File: src/design/assert_macros.svh
// Assertion helpers for the RTL.
`ifndef ASSERT_MACROS_SVH
`define ASSERT_MACROS_SVH

`ifndef NO_ASSERTIONS
// Check expr at every rising clk edge, skipping cycles in reset.
`define PLA_ASSERT(lbl, clk, rstn, expr, msg) \
    lbl: assert property (@(posedge clk) disable iff (!(rstn)) (expr)) else $error(msg);
// Check that cond at one edge implies expr at the next edge.
`define PLA_ASSERT_NEXT(lbl, clk, rstn, cond, expr, msg) \
    lbl: assert property (@(posedge clk) disable iff (!(rstn)) (cond) |=> (expr)) \
        else $error(msg);
`else
`define PLA_ASSERT(lbl, clk, rstn, expr, msg)
`define PLA_ASSERT_NEXT(lbl, clk, rstn, cond, expr, msg)
`endif

`endif

File: src/design/pla_pkg.sv
`timescale 1ns / 1ps
`default_nettype none

package pla_pkg;

    typedef enum logic [1:0] {
        ST_IDLE,
        ST_SQSUM,
        ST_ROOT
    } pla_state_t;

    typedef enum logic {
        OP_SAMPLE = 1'b0,
        OP_QUERY  = 1'b1
    } pla_op_t;

endpackage

`default_nettype wire

File: src/design/pla_sqsum.sv
`timescale 1ns / 1ps
`default_nettype none

// Bit-serial sum of three squares, multiplier bits taken MSB first.
module pla_sqsum #(
    parameter int MAG_W = 25
) (
    input  wire logic                 aclk,
    input  wire logic                 aresetn,
    input  wire logic                 start,
    input  wire logic [MAG_W-1:0]     mag_x,
    input  wire logic [MAG_W-1:0]     mag_y,
    input  wire logic [MAG_W-1:0]     mag_z,
    output logic                      done,
    output logic [2*MAG_W-1:0]        sum
);

    localparam int SUM_W = 2 * MAG_W;
    localparam int CNT_W = $clog2(MAG_W + 1);

    logic [MAG_W-1:0] mx_reg, my_reg, mz_reg;
    logic [MAG_W-1:0] bx_reg, by_reg, bz_reg;
    logic [SUM_W-1:0] acc_reg, acc_next;
    logic [CNT_W-1:0] cnt_reg;
    logic             busy_reg;
    logic             done_reg;
    logic [SUM_W-1:0] partial;

    always_comb begin
        partial = (bx_reg[MAG_W-1] ? SUM_W'(mx_reg) : '0)
                + (by_reg[MAG_W-1] ? SUM_W'(my_reg) : '0)
                + (bz_reg[MAG_W-1] ? SUM_W'(mz_reg) : '0);
        acc_next = {acc_reg[SUM_W-2:0], 1'b0} + partial;
    end

    always_ff @(posedge aclk) begin
        if (!aresetn) begin
            busy_reg <= 1'b0;
            done_reg <= 1'b0;
            cnt_reg  <= '0;
        end else begin
            done_reg <= busy_reg && (cnt_reg == CNT_W'(1));
            if (start) begin
                busy_reg <= 1'b1;
                cnt_reg  <= CNT_W'(MAG_W);
            end else if (busy_reg) begin
                cnt_reg <= cnt_reg - CNT_W'(1);
                if (cnt_reg == CNT_W'(1)) begin
                    busy_reg <= 1'b0;
                end
            end
        end
    end

    always_ff @(posedge aclk) begin
        if (start) begin
            mx_reg  <= mag_x;
            my_reg  <= mag_y;
            mz_reg  <= mag_z;
            bx_reg  <= mag_x;
            by_reg  <= mag_y;
            bz_reg  <= mag_z;
            acc_reg <= '0;
        end else if (busy_reg) begin
            bx_reg  <= {bx_reg[MAG_W-2:0], 1'b0};
            by_reg  <= {by_reg[MAG_W-2:0], 1'b0};
            bz_reg  <= {bz_reg[MAG_W-2:0], 1'b0};
            acc_reg <= acc_next;
        end
    end

    assign done = done_reg;
    assign sum  = acc_reg;

endmodule

`default_nettype wire

File: src/design/pla_sqrt.sv
`timescale 1ns / 1ps
`default_nettype none

// Restoring digit-by-digit floor square root, one root bit per cycle.
module pla_sqrt #(
    parameter int ROOT_W = 25
) (
    input  wire logic                  aclk,
    input  wire logic                  aresetn,
    input  wire logic                  start,
    input  wire logic [2*ROOT_W-1:0]   radicand,
    output logic                       done,
    output logic [ROOT_W-1:0]          root
);

    localparam int RAD_W = 2 * ROOT_W;
    localparam int REM_W = ROOT_W + 2;
    localparam int CNT_W = $clog2(ROOT_W + 1);

    logic [RAD_W-1:0]  rad_reg;
    logic [REM_W-1:0]  rem_reg, rem_next;
    logic [ROOT_W-1:0] root_reg, root_next;
    logic [CNT_W-1:0]  cnt_reg;
    logic              busy_reg;
    logic              done_reg;
    logic [REM_W-1:0]  rem_shift;
    logic [REM_W-1:0]  trial;
    logic              fits;

    always_comb begin
        rem_shift = {rem_reg[REM_W-3:0], rad_reg[RAD_W-1 -: 2]};
        trial     = {root_reg, 2'b01};
        fits      = (rem_shift >= trial);
        rem_next  = fits ? (rem_shift - trial) : rem_shift;
        root_next = {root_reg[ROOT_W-2:0], fits};
    end

    always_ff @(posedge aclk) begin
        if (!aresetn) begin
            busy_reg <= 1'b0;
            done_reg <= 1'b0;
            cnt_reg  <= '0;
        end else begin
            done_reg <= busy_reg && (cnt_reg == CNT_W'(1));
            if (start) begin
                busy_reg <= 1'b1;
                cnt_reg  <= CNT_W'(ROOT_W);
            end else if (busy_reg) begin
                cnt_reg <= cnt_reg - CNT_W'(1);
                if (cnt_reg == CNT_W'(1)) begin
                    busy_reg <= 1'b0;
                end
            end
        end
    end

    always_ff @(posedge aclk) begin
        if (start) begin
            rad_reg  <= radicand;
            rem_reg  <= '0;
            root_reg <= '0;
        end else if (busy_reg) begin
            rad_reg  <= {rad_reg[RAD_W-3:0], 2'b00};
            rem_reg  <= rem_next;
            root_reg <= root_next;
        end
    end

    assign done = done_reg;
    assign root = root_reg;

endmodule

`default_nettype wire

File: src/design/path_length_accumulator_top.sv
`timescale 1ns / 1ps
`default_nettype none

// Path length accumulator. Each input transaction is either a position sample
// (s_op = 0) or a query (s_op = 1). The first sample after reset or after a
// query only stores its position. Every later sample adds the floor of the
// Euclidean distance to the stored position, sqrt(dx^2 + dy^2 + dz^2), to a
// saturating running total and stores the new position. A query returns
// the total on the m_ channel, clears it and re-arms the first-sample flag;
// its position fields are ignored. Positions are signed fixed point and the
// total is unsigned with the same number of fraction bits. A query or a first
// sample is handled without the datapath; a sample that adds a distance runs
// the bit-serial squaring unit (one multiplier bit per cycle for all three
// axes) followed by the digit-serial square root (one root bit per cycle).
// The input is ready only between samples. A query is taken as soon as the
// output register is free, so one result may wait on m_ready while a
// following sample is accepted and processed.
module path_length_accumulator_top #(
    parameter int COORD_WIDTH = 24,
    parameter int TOTAL_WIDTH = 48
) (
    input  wire logic                       aclk,
    input  wire logic                       aresetn,
    input  wire logic                       s_valid,
    output logic                            s_ready,
    input  wire logic                       s_op,
    input  wire logic signed [COORD_WIDTH-1:0] s_pos_x,
    input  wire logic signed [COORD_WIDTH-1:0] s_pos_y,
    input  wire logic signed [COORD_WIDTH-1:0] s_pos_z,
    output logic                            m_valid,
    input  wire logic                       m_ready,
    output logic [TOTAL_WIDTH-1:0]          m_path_length
);

    import pla_pkg::*;

    `include "assert_macros.svh"

    // Magnitude of a coordinate difference needs one bit more than a
    // coordinate; the sum of three squares is held in twice that width.
    localparam int MAG_W = COORD_WIDTH + 1;
    localparam int SUM_W = 2 * MAG_W;
    localparam int ADD_W = ((TOTAL_WIDTH > MAG_W) ? TOTAL_WIDTH : MAG_W) + 1;

    pla_state_t state_reg, state_next;

    logic [COORD_WIDTH-1:0] prev_x_reg, prev_y_reg, prev_z_reg;
    logic                   awaiting_reg;
    logic [TOTAL_WIDTH-1:0] path_total_reg;
    logic                   m_valid_reg;
    logic [TOTAL_WIDTH-1:0] m_total_reg;

    logic                   out_free;
    logic                   s_accept;
    logic                   take_query;
    logic                   take_sample;
    logic                   start_sqsum;
    logic [MAG_W-1:0]       mag_x, mag_y, mag_z;
    logic                   sq_done;
    logic [SUM_W-1:0]       sq_sum;
    logic                   root_done;
    logic [MAG_W-1:0]       root_val;
    logic [ADD_W-1:0]       total_sum;
    logic [TOTAL_WIDTH-1:0] total_sat;

    // Absolute difference of two signed coordinates, one bit wider.
    function automatic logic [MAG_W-1:0] abs_delta(
        input logic [COORD_WIDTH-1:0] a,
        input logic [COORD_WIDTH-1:0] b
    );
        logic [MAG_W-1:0] d;
        d = {a[COORD_WIDTH-1], a} - {b[COORD_WIDTH-1], b};
        return d[MAG_W-1] ? (~d + MAG_W'(1)) : d;
    endfunction

    // ---------------------------------------------------------------
    // Handshake: samples only while idle, queries also need a free
    // output register.
    // ---------------------------------------------------------------
    assign out_free    = !m_valid_reg || m_ready;
    assign s_ready     = (state_reg == ST_IDLE) && ((s_op == OP_SAMPLE) || out_free);
    assign s_accept    = s_valid && s_ready;
    assign take_query  = s_accept && (s_op == OP_QUERY);
    assign take_sample = s_accept && (s_op == OP_SAMPLE);
    assign start_sqsum = take_sample && !awaiting_reg;

    always_comb begin
        mag_x = abs_delta(s_pos_x, prev_x_reg);
        mag_y = abs_delta(s_pos_y, prev_y_reg);
        mag_z = abs_delta(s_pos_z, prev_z_reg);
    end

    // ---------------------------------------------------------------
    // Datapath units: squares first, then the root of their sum.
    // ---------------------------------------------------------------
    pla_sqsum #(
        .MAG_W (MAG_W)
    ) u_sqsum (
        .aclk    (aclk),
        .aresetn (aresetn),
        .start   (start_sqsum),
        .mag_x   (mag_x),
        .mag_y   (mag_y),
        .mag_z   (mag_z),
        .done    (sq_done),
        .sum     (sq_sum)
    );

    pla_sqrt #(
        .ROOT_W (MAG_W)
    ) u_sqrt (
        .aclk     (aclk),
        .aresetn  (aresetn),
        .start    (sq_done),
        .radicand (sq_sum),
        .done     (root_done),
        .root     (root_val)
    );

    // Saturating add of the new distance to the running total.
    always_comb begin
        total_sum = ADD_W'(path_total_reg) + ADD_W'(root_val);
        if (total_sum[ADD_W-1:TOTAL_WIDTH] != '0) begin
            total_sat = '1;
        end else begin
            total_sat = total_sum[TOTAL_WIDTH-1:0];
        end
    end

    // ---------------------------------------------------------------
    // Sequencer
    // ---------------------------------------------------------------
    always_ff @(posedge aclk) begin
        if (!aresetn) begin
            state_reg <= ST_IDLE;
        end else begin
            state_reg <= state_next;
        end
    end

    always_comb begin
        state_next = state_reg;
        unique case (state_reg)
            ST_IDLE: begin
                if (start_sqsum) begin
                    state_next = ST_SQSUM;
                end
            end
            ST_SQSUM: begin
                if (sq_done) begin
                    state_next = ST_ROOT;
                end
            end
            ST_ROOT: begin
                if (root_done) begin
                    state_next = ST_IDLE;
                end
            end
            default: begin
                state_next = ST_IDLE;
            end
        endcase
    end

    // ---------------------------------------------------------------
    // Architectural state and output register
    // ---------------------------------------------------------------
    always_ff @(posedge aclk) begin
        if (!aresetn) begin
            prev_x_reg     <= '0;
            prev_y_reg     <= '0;
            prev_z_reg     <= '0;
            awaiting_reg   <= 1'b1;
            path_total_reg <= '0;
            m_valid_reg    <= 1'b0;
        end else begin
            // Drop the result once the consumer takes it; a query refills.
            if (take_query) begin
                m_valid_reg    <= 1'b1;
                path_total_reg <= '0;
                awaiting_reg   <= 1'b1;
            end else if (m_ready) begin
                m_valid_reg <= 1'b0;
            end

            // Hold the new position; the deltas are already with the squarer.
            if (take_sample) begin
                prev_x_reg   <= s_pos_x;
                prev_y_reg   <= s_pos_y;
                prev_z_reg   <= s_pos_z;
                awaiting_reg <= 1'b0;
            end

            // Advance the total when the root comes out.
            if (root_done) begin
                path_total_reg <= total_sat;
            end
        end
    end

    always_ff @(posedge aclk) begin
        if (take_query) begin
            m_total_reg <= path_total_reg;
        end
    end

    assign m_valid       = m_valid_reg;
    assign m_path_length = m_total_reg;

    // ---------------------------------------------------------------
    // Assertions
    // ---------------------------------------------------------------
    `PLA_ASSERT_NEXT(a_query_clears, aclk, aresetn, take_query,
        m_valid && (path_total_reg == '0) && awaiting_reg, "query did not clear the total")
    `PLA_ASSERT_NEXT(a_total_monotonic, aclk, aresetn, !take_query,
        path_total_reg >= $past(path_total_reg), "total decreased without a query")
    `PLA_ASSERT(a_root_in_state, aclk, aresetn, !root_done || (state_reg == ST_ROOT),
        "root finished outside the root phase")
    `PLA_ASSERT(a_sq_in_state, aclk, aresetn, !sq_done || (state_reg == ST_SQSUM),
        "square sum finished outside the squaring phase")

endmodule

`default_nettype wire

File: config.mk
export PLATFORM = sky130hd
export DESIGN_NAME = path_length_accumulator_top
export DESIGN_NICKNAME = d
export VERILOG_FILES = /design/src/design/pla_pkg.sv /design/src/design/pla_sqsum.sv /design/src/design/pla_sqrt.sv /design/src/design/path_length_accumulator_top.sv
export VERILOG_INCLUDE_DIRS = /design/src /design/src/design
export SDC_FILE = /design/constraint.sdc
export NUM_CORES = 1
export LEC_CHECK = 0
export ABC_AREA = 0
export BUFFER_PORTS_ARGS = -buffer_cell sky130_fd_sc_hd__buf_2
export CAP_MARGIN = 20
export CORE_MARGIN = 3
export CORE_UTILIZATION = 35
export CTS_BUF_LIST = sky130_fd_sc_hd__clkbuf_16
export CTS_CLUSTER_DIAMETER = 30
export DETAILED_ROUTE_END_ITERATION = 8
export PLACE_DENSITY_LB_ADDON = 0.25
export SYNTH_ARGS = -nofsm -noshare
export SYNTH_HDL_FRONTEND = slang
export SYNTH_SLANG_ARGS = --single-unit
File: constraint.sdc
create_clock -name aclk -period 16.2 [get_ports aclk]
set_input_delay 3.24 -clock aclk [delete_from_list [all_inputs] [get_ports aclk]]
set_output_delay 3.24 -clock aclk [all_outputs]
set_load 0.02 [all_outputs]
; Word-level counts from Yosys, hierarchy flattened
; Cells that the tools add are included.
[classes]
n_addsub = 13
mux = 36
n_lt_le_gt_ge = 1
eq_ne = 7
n_reduce_logical = 20
div_mod_pow = 0
multipliers = 0
bitwise_logic = 5
shift = 0
[ops]
columns = operator, count
row1 = two-way mux 25 bit, 13
row2 = adder 50 bit, 3
row3 = two-way mux 48 bit, 3
row4 = two-way mux 50 bit, 2
row5 = adder 25 x 1 -> 25 bit (second input constant), 3
row6 = NOT 25 bit, 3
row7 = subtractor 24 x 24 -> 25 bit, 3
row8 = adder 48 x 25 -> 49 bit, 1
row9 = >= comparator 27 bit, 1
row10 = subtractor 25 bit, 1
row11 = two-way mux 5 bit, 4
row12 = == test 5 x 1 -> 1 bit (second input constant), 2
row13 = two-way mux 1 bit, 10
row14 = nonzero test 2 bit, 5
row15 = subtractor 5 x 1 -> 5 bit (second input constant), 2
row16 = logical AND 1 bit, 7
row17 = two-way mux 2 bit, 3
row18 = case mux 2 bit (3 select lines), 1
row19 = != test 2 x 1 -> 1 bit (second input constant), 2
row20 = OR reduction 2 bit, 2
row21 = AND reduction 3 bit, 1
row22 = == test 2 x 1 -> 1 bit (second input constant), 1
row23 = == test 2 bit (second input constant), 1
row24 = zero test 1 bit, 2
row25 = 4 further kinds, 6
[totals]
word_cells = 108
in_bits = 77
register_bits = 486
latch_bits = 0
ram_bits = 0
mem_count = 0
output_inout_bits = 50
romBits = 0

; Depth between registers and ports, before layout
[depth]
depth_word = 9
depth_mapped = 19
depth_no_buf = 16

; By module
; Synthesis repeated with hierarchy kept, for this count alone.
[unflattened]
hier_cells = 3201
hier_area_um2 = 30429.2
[by_module_without_submodules]
columns = mod, area_per_inst_um2, n_inst, cells_each, seq_area_each_um2
row1 = path_length_accumulator_top, 13431.6, 1, 1709, 3923.8
row2 = pla_sqsum, 11125.7, 1, 941, 5645.4
row3 = pla_sqrt, 5871.9, 1, 551, 2642.5

; Least setup slack after synthesis
; OpenSTA, ideal clock, no wires.
[synth_timing]
kind = input -> register
start = input port m_ready
end = register u_sqsum.mx_reg[0], enable pin
slack_ps = 8022
path_stages = 9
t_required_ps = 15731
arrival_time_ps = 7709
setup_time_ps = 469
n_path_buf = 4
path_cell_list = inv_1 > a311oi_1 > nand2_1 > or3_1 > clkbuf_1 > clkinv_1 > clkbuf_1 > clkbuf_1 > clkbuf_1
[synth_via]
elab_chain_cells = 6
[synth_lines]
columns = element, line
row1 = "start, declared", path_length_accumulator_top.sv:31  ; input wire logic m_ready,
row2 = logical OR 1 bit, path_length_accumulator_top.sv:80  ; assign out_free = !m_valid_reg || m_ready;
row3 = logical OR 1 bit, path_length_accumulator_top.sv:81  ; assign s_ready = (state_reg == ST_IDLE) && ((s_op == OP_SAMPLE) || out_free);
row4 = logical AND 1 bit, path_length_accumulator_top.sv:81
row5 = named net s_ready, path_length_accumulator_top.sv:25  ; output logic s_ready,
row6 = logical AND 1 bit, path_length_accumulator_top.sv:82  ; assign s_accept = s_valid && s_ready;
row7 = logical AND 1 bit, path_length_accumulator_top.sv:84  ; assign take_sample = s_accept && (s_op == OP_SAMPLE);
row8 = logical AND 1 bit, path_length_accumulator_top.sv:85  ; assign start_sqsum = take_sample && !awaiting_reg;
row9 = named net start_sqsum, path_length_accumulator_top.sv:57  ; logic start_sqsum;
row10 = "end signal, assigned", pla_sqsum.sv:57  ; mx_reg <= mag_x;
row11 = "end, declared", pla_sqsum.sv:21  ; logic [MAG_W-1:0] mx_reg, my_reg, mz_reg;
; The timed path passes the listed nets, and every way through them passes these cells.
; A chain may end at the register's enable or synchronous reset.

; Worst setup path after layout
[layout_timing]
start = input port s_op
end = output port s_ready
[layout_via]
elab_chain_cells = 3
[layout_lines]
columns = element, line
row1 = "start, declared", path_length_accumulator_top.sv:26  ; input wire logic s_op,
row2 = NOT 1 bit, path_length_accumulator_top.sv:81
row3 = logical OR 1 bit, path_length_accumulator_top.sv:81
row4 = logical AND 1 bit, path_length_accumulator_top.sv:81
row5 = "end, declared", path_length_accumulator_top.sv:25
; No other way between the ends.

==> run summary <==
static leakage: 13.7 nW
TritonCTS clock tree: yes
Crit path max-delay family: buffers and inverters
Largest stage delay, worst path: 380 ps
die area: 88,300 sq um
vias in the first global route: 21,900
DP HPWL: 50,300 um
Area growth, synth to finish: 19.8%
worst setup path start: s_op
drt total wl: 71,200 um
dpl ws: 8370 ps
Tot GR Track Use: 0.158
fraction of registers with async set/reset: 0
Synth Area in XOR/XNOR: 0.0625
cells on worst reg2reg path: 16
Crit Path Category: in -> out
Buffers on Ports: 126
share of layout cells above drive strength 1: 0.150
largest family of logic cells by synthesized area: compound AO/OA/AOI/OAI gates
pwr dens: 142 nW/um^2
Seq. cell area: 12,200 sq um
max-cap viol count: 0
Post-Syn Nets: 3,420
status: finished, final reports clean
FF-to-FF End: u_sqsum.sum[40]
Data arrival, critical path: 3990 ps
relative slew slack: 0.252
Clock Root Buffer: clkbuf_16
startpoint types: primary input
routed wire length per instance: 15.8 um
post-CTS setup buffer count: 0
core area: 83,800 sq um
# rows: 106
Slew @ Worst Pin: 1110 ps
Final Setup Violations: 0
DR vias: 22,600
TritonCTS Sinks: 486
mux cell area share after synthesis: 0.0658
Unique masters post-synth: 88
r2r setup slk: 10,830 ps
crit path max fanout: 5
Max Clock Freq: 0.138 GHz
Fillers: 8,309
commonest non-fill, non-tap cell in the layout: nand2_1
unrepaired setup endpoints after global routing: false
Clk pwr share: 0.474
Hold Crit Class: reg -> reg
WP data required: 12,960 ps
Seq pwr share: 0.300
slowest CP cell: a311oi_1
Top cell by count, worst path: buf_2
post-placement cell area: 31,400 sq um
syn_area_per_cell: 9.48 sq um
#FFs+latches synth: 486
sum of buffers and inverters on the critical path: 2
worst path cell trace: buf_2, a311oi_1, buf_2
Hold Buf Count CTS: 0
final worst slack: 8970 ps
EDFF count, synth: 248
Detailed Routing Iterations Pass 1: 5
Ys Warns: 0
Clock transition at path regs: 50 ps
initial antenna violation count: 1
final total power: 5.05 mW
placer's final routability congestion estimate: 0.852
post-synthesis simple-gate area fraction: 0.146
Gate power share: 0.225
Setup crit end kind: primary output
detailed router's first-iteration violation count: 1,288
WP depth: 3
Synth Area in Adders: 0.103
num ports: 127
Remaining DRCs: 0
Peak VDD IR: 0.0000862 V
Pins Over Slew Limit: 0
Setup TNS Final: 0 ps
Clock Skew: 79.7 ps
first-pass GRT wire length: 116,000 um
Mapped Area: 29,700 sq um
reg2reg start: u_sqsum.bz_reg[24]
clock latency at the later pin of the worst-skew pair: 710 ps
CTS Buffer Depth: 3
Fin. Hold Viols: 0
GRT overflow: 0
post-route ant nets: 0
multi-input logic area: 16,100 sq um
average vias per placed instance: 5.01
Sw Pwr: 1.53 mW
final core occ: 0.424
fin crit share: 0.447
post-cts resize count: 0
compound-gate portion of the synthesized area: 0.163
most frequent cells in the layout: nand2_1, a21oi_1, inv_1
critical path endpoint: s_ready
CTS Buf Count: 119
Die X: 297 um
largest net degree at the start of global routing: 121
Top FF cell, synth: edfxtp_1
Die Ht: 297 um
Seq/Total Area, Yosys: 0.411
initial core utilization: 0.354
synthesized instance count: 3,132
internal power: 3.52 mW
Switching Fraction: 0.303
H-tree Lvls: 3
fin nets: 3,552
Final Cell Area: 35,600 sq um
min Tclk post-route: 7230 ps
## tightest hold or removal path, stage by stage, from the launching register on
cell and delay, ps:
dfxtp_1 300, nand2_1 50, a21oi_1 50
## synthesized netlist by cell type, types with 12 or more instances
master	number	area [sq um]
or2_2	15	93.8
xor2_1	95	832
nor3_1	49	245
and3_1	31	194
a31oi_1	30	188
nand2b_1	28	175
nor2b_1	12	75.1
a311oi_1	26	228
o31ai_1	19	143
clkbuf_1	124	465
o21ai_0	136	681
and2_1	88	551
a21oi_1	270	1350
or3_1	12	75.1
fa_1	54	1080
mux2i_1	60	601
nand4_1	23	144
o21a_1	26	195
nor2_1	220	826
inv_1	245	920
o21bai_1	14	105
dfxtp_1	238	4760
nand3_1	50	250
xnor2_1	115	1010
nand2_1	318	1190
a211oi_1	44	330
mux2_2	120	1350
edfxtp_1	248	7450
ha_1	157	1960
a21o_1	73	548
## area by class of cell
class / count / area share
clock buffers: 120 / 0.0844
diodes: 1 / 0.0000704
well taps: 1134 / 0.0399
repair buffers: 143 / 0.0214
multi-input cells: 2267 / 0.452
flip-flops and latches: 486 / 0.344
clock inverters: 108 / 0.0326
inverters: 247 / 0.0263
## kinds of logic (layout without fill, tap and decap cells)
family / Yosys count / after routing
adder cells (fa/ha/maj): 211 / 211
AO/OA/AOI/OAI: 755 / 755
XOR/XNOR: 211 / 211
AND/OR/NAND/NOR: 910 / 910
other: 0 / 1
buffers and inverters: 379 / 618
flip-flops: 486 / 486
multiplexers: 180 / 180
## through the flow
step	hold WS (ps)	instances
2_1_floorplan	425	3132
3_5_place_dp	447	4277
4_1_cts	453	4505
5_1_grt	471	4506
3_3_place_gp	443	4276
6_report	449	4506
## per-layer routing
layer / global-route usage / wire length, um
met3: 0.0253 / 2580
met5: 0 / 0
met1: 0.211 / 33400
met2: 0.263 / 33400
met4: 0.0520 / 1820
## power by group through the flow
stage | Clock [mW] | Combinational (mW) | Sequential [mW]
final | 2.40 | 1.14 | 1.52
after global routing | 2.51 | 1.29 | 1.53
after CTS | 2.45 | 1.14 | 1.52
after detailed placement | 0 | 1.13 | 1.54
after global placement | 0 | 1.13 | 1.54
after floorplan | 0 | 0.901 | 1.51
## worst min path at each step
stage | startpoint | to | slack [ps] | depth (start not counted)
floorplan | path_total_reg[32] | m_path_length[32] | 420 | 0
global placement | prev_z_reg[19] | prev_z_reg[19] | 440 | 2
detailed placement | prev_z_reg[22] | prev_z_reg[22] | 450 | 2
CTS | prev_z_reg[22] | prev_z_reg[22] | 450 | 2
global route | prev_z_reg[14] | prev_z_reg[14] | 470 | 2
finish | prev_z_reg[22] | prev_z_reg[22] | 450 | 2
(Power assumes the default switching activity.)
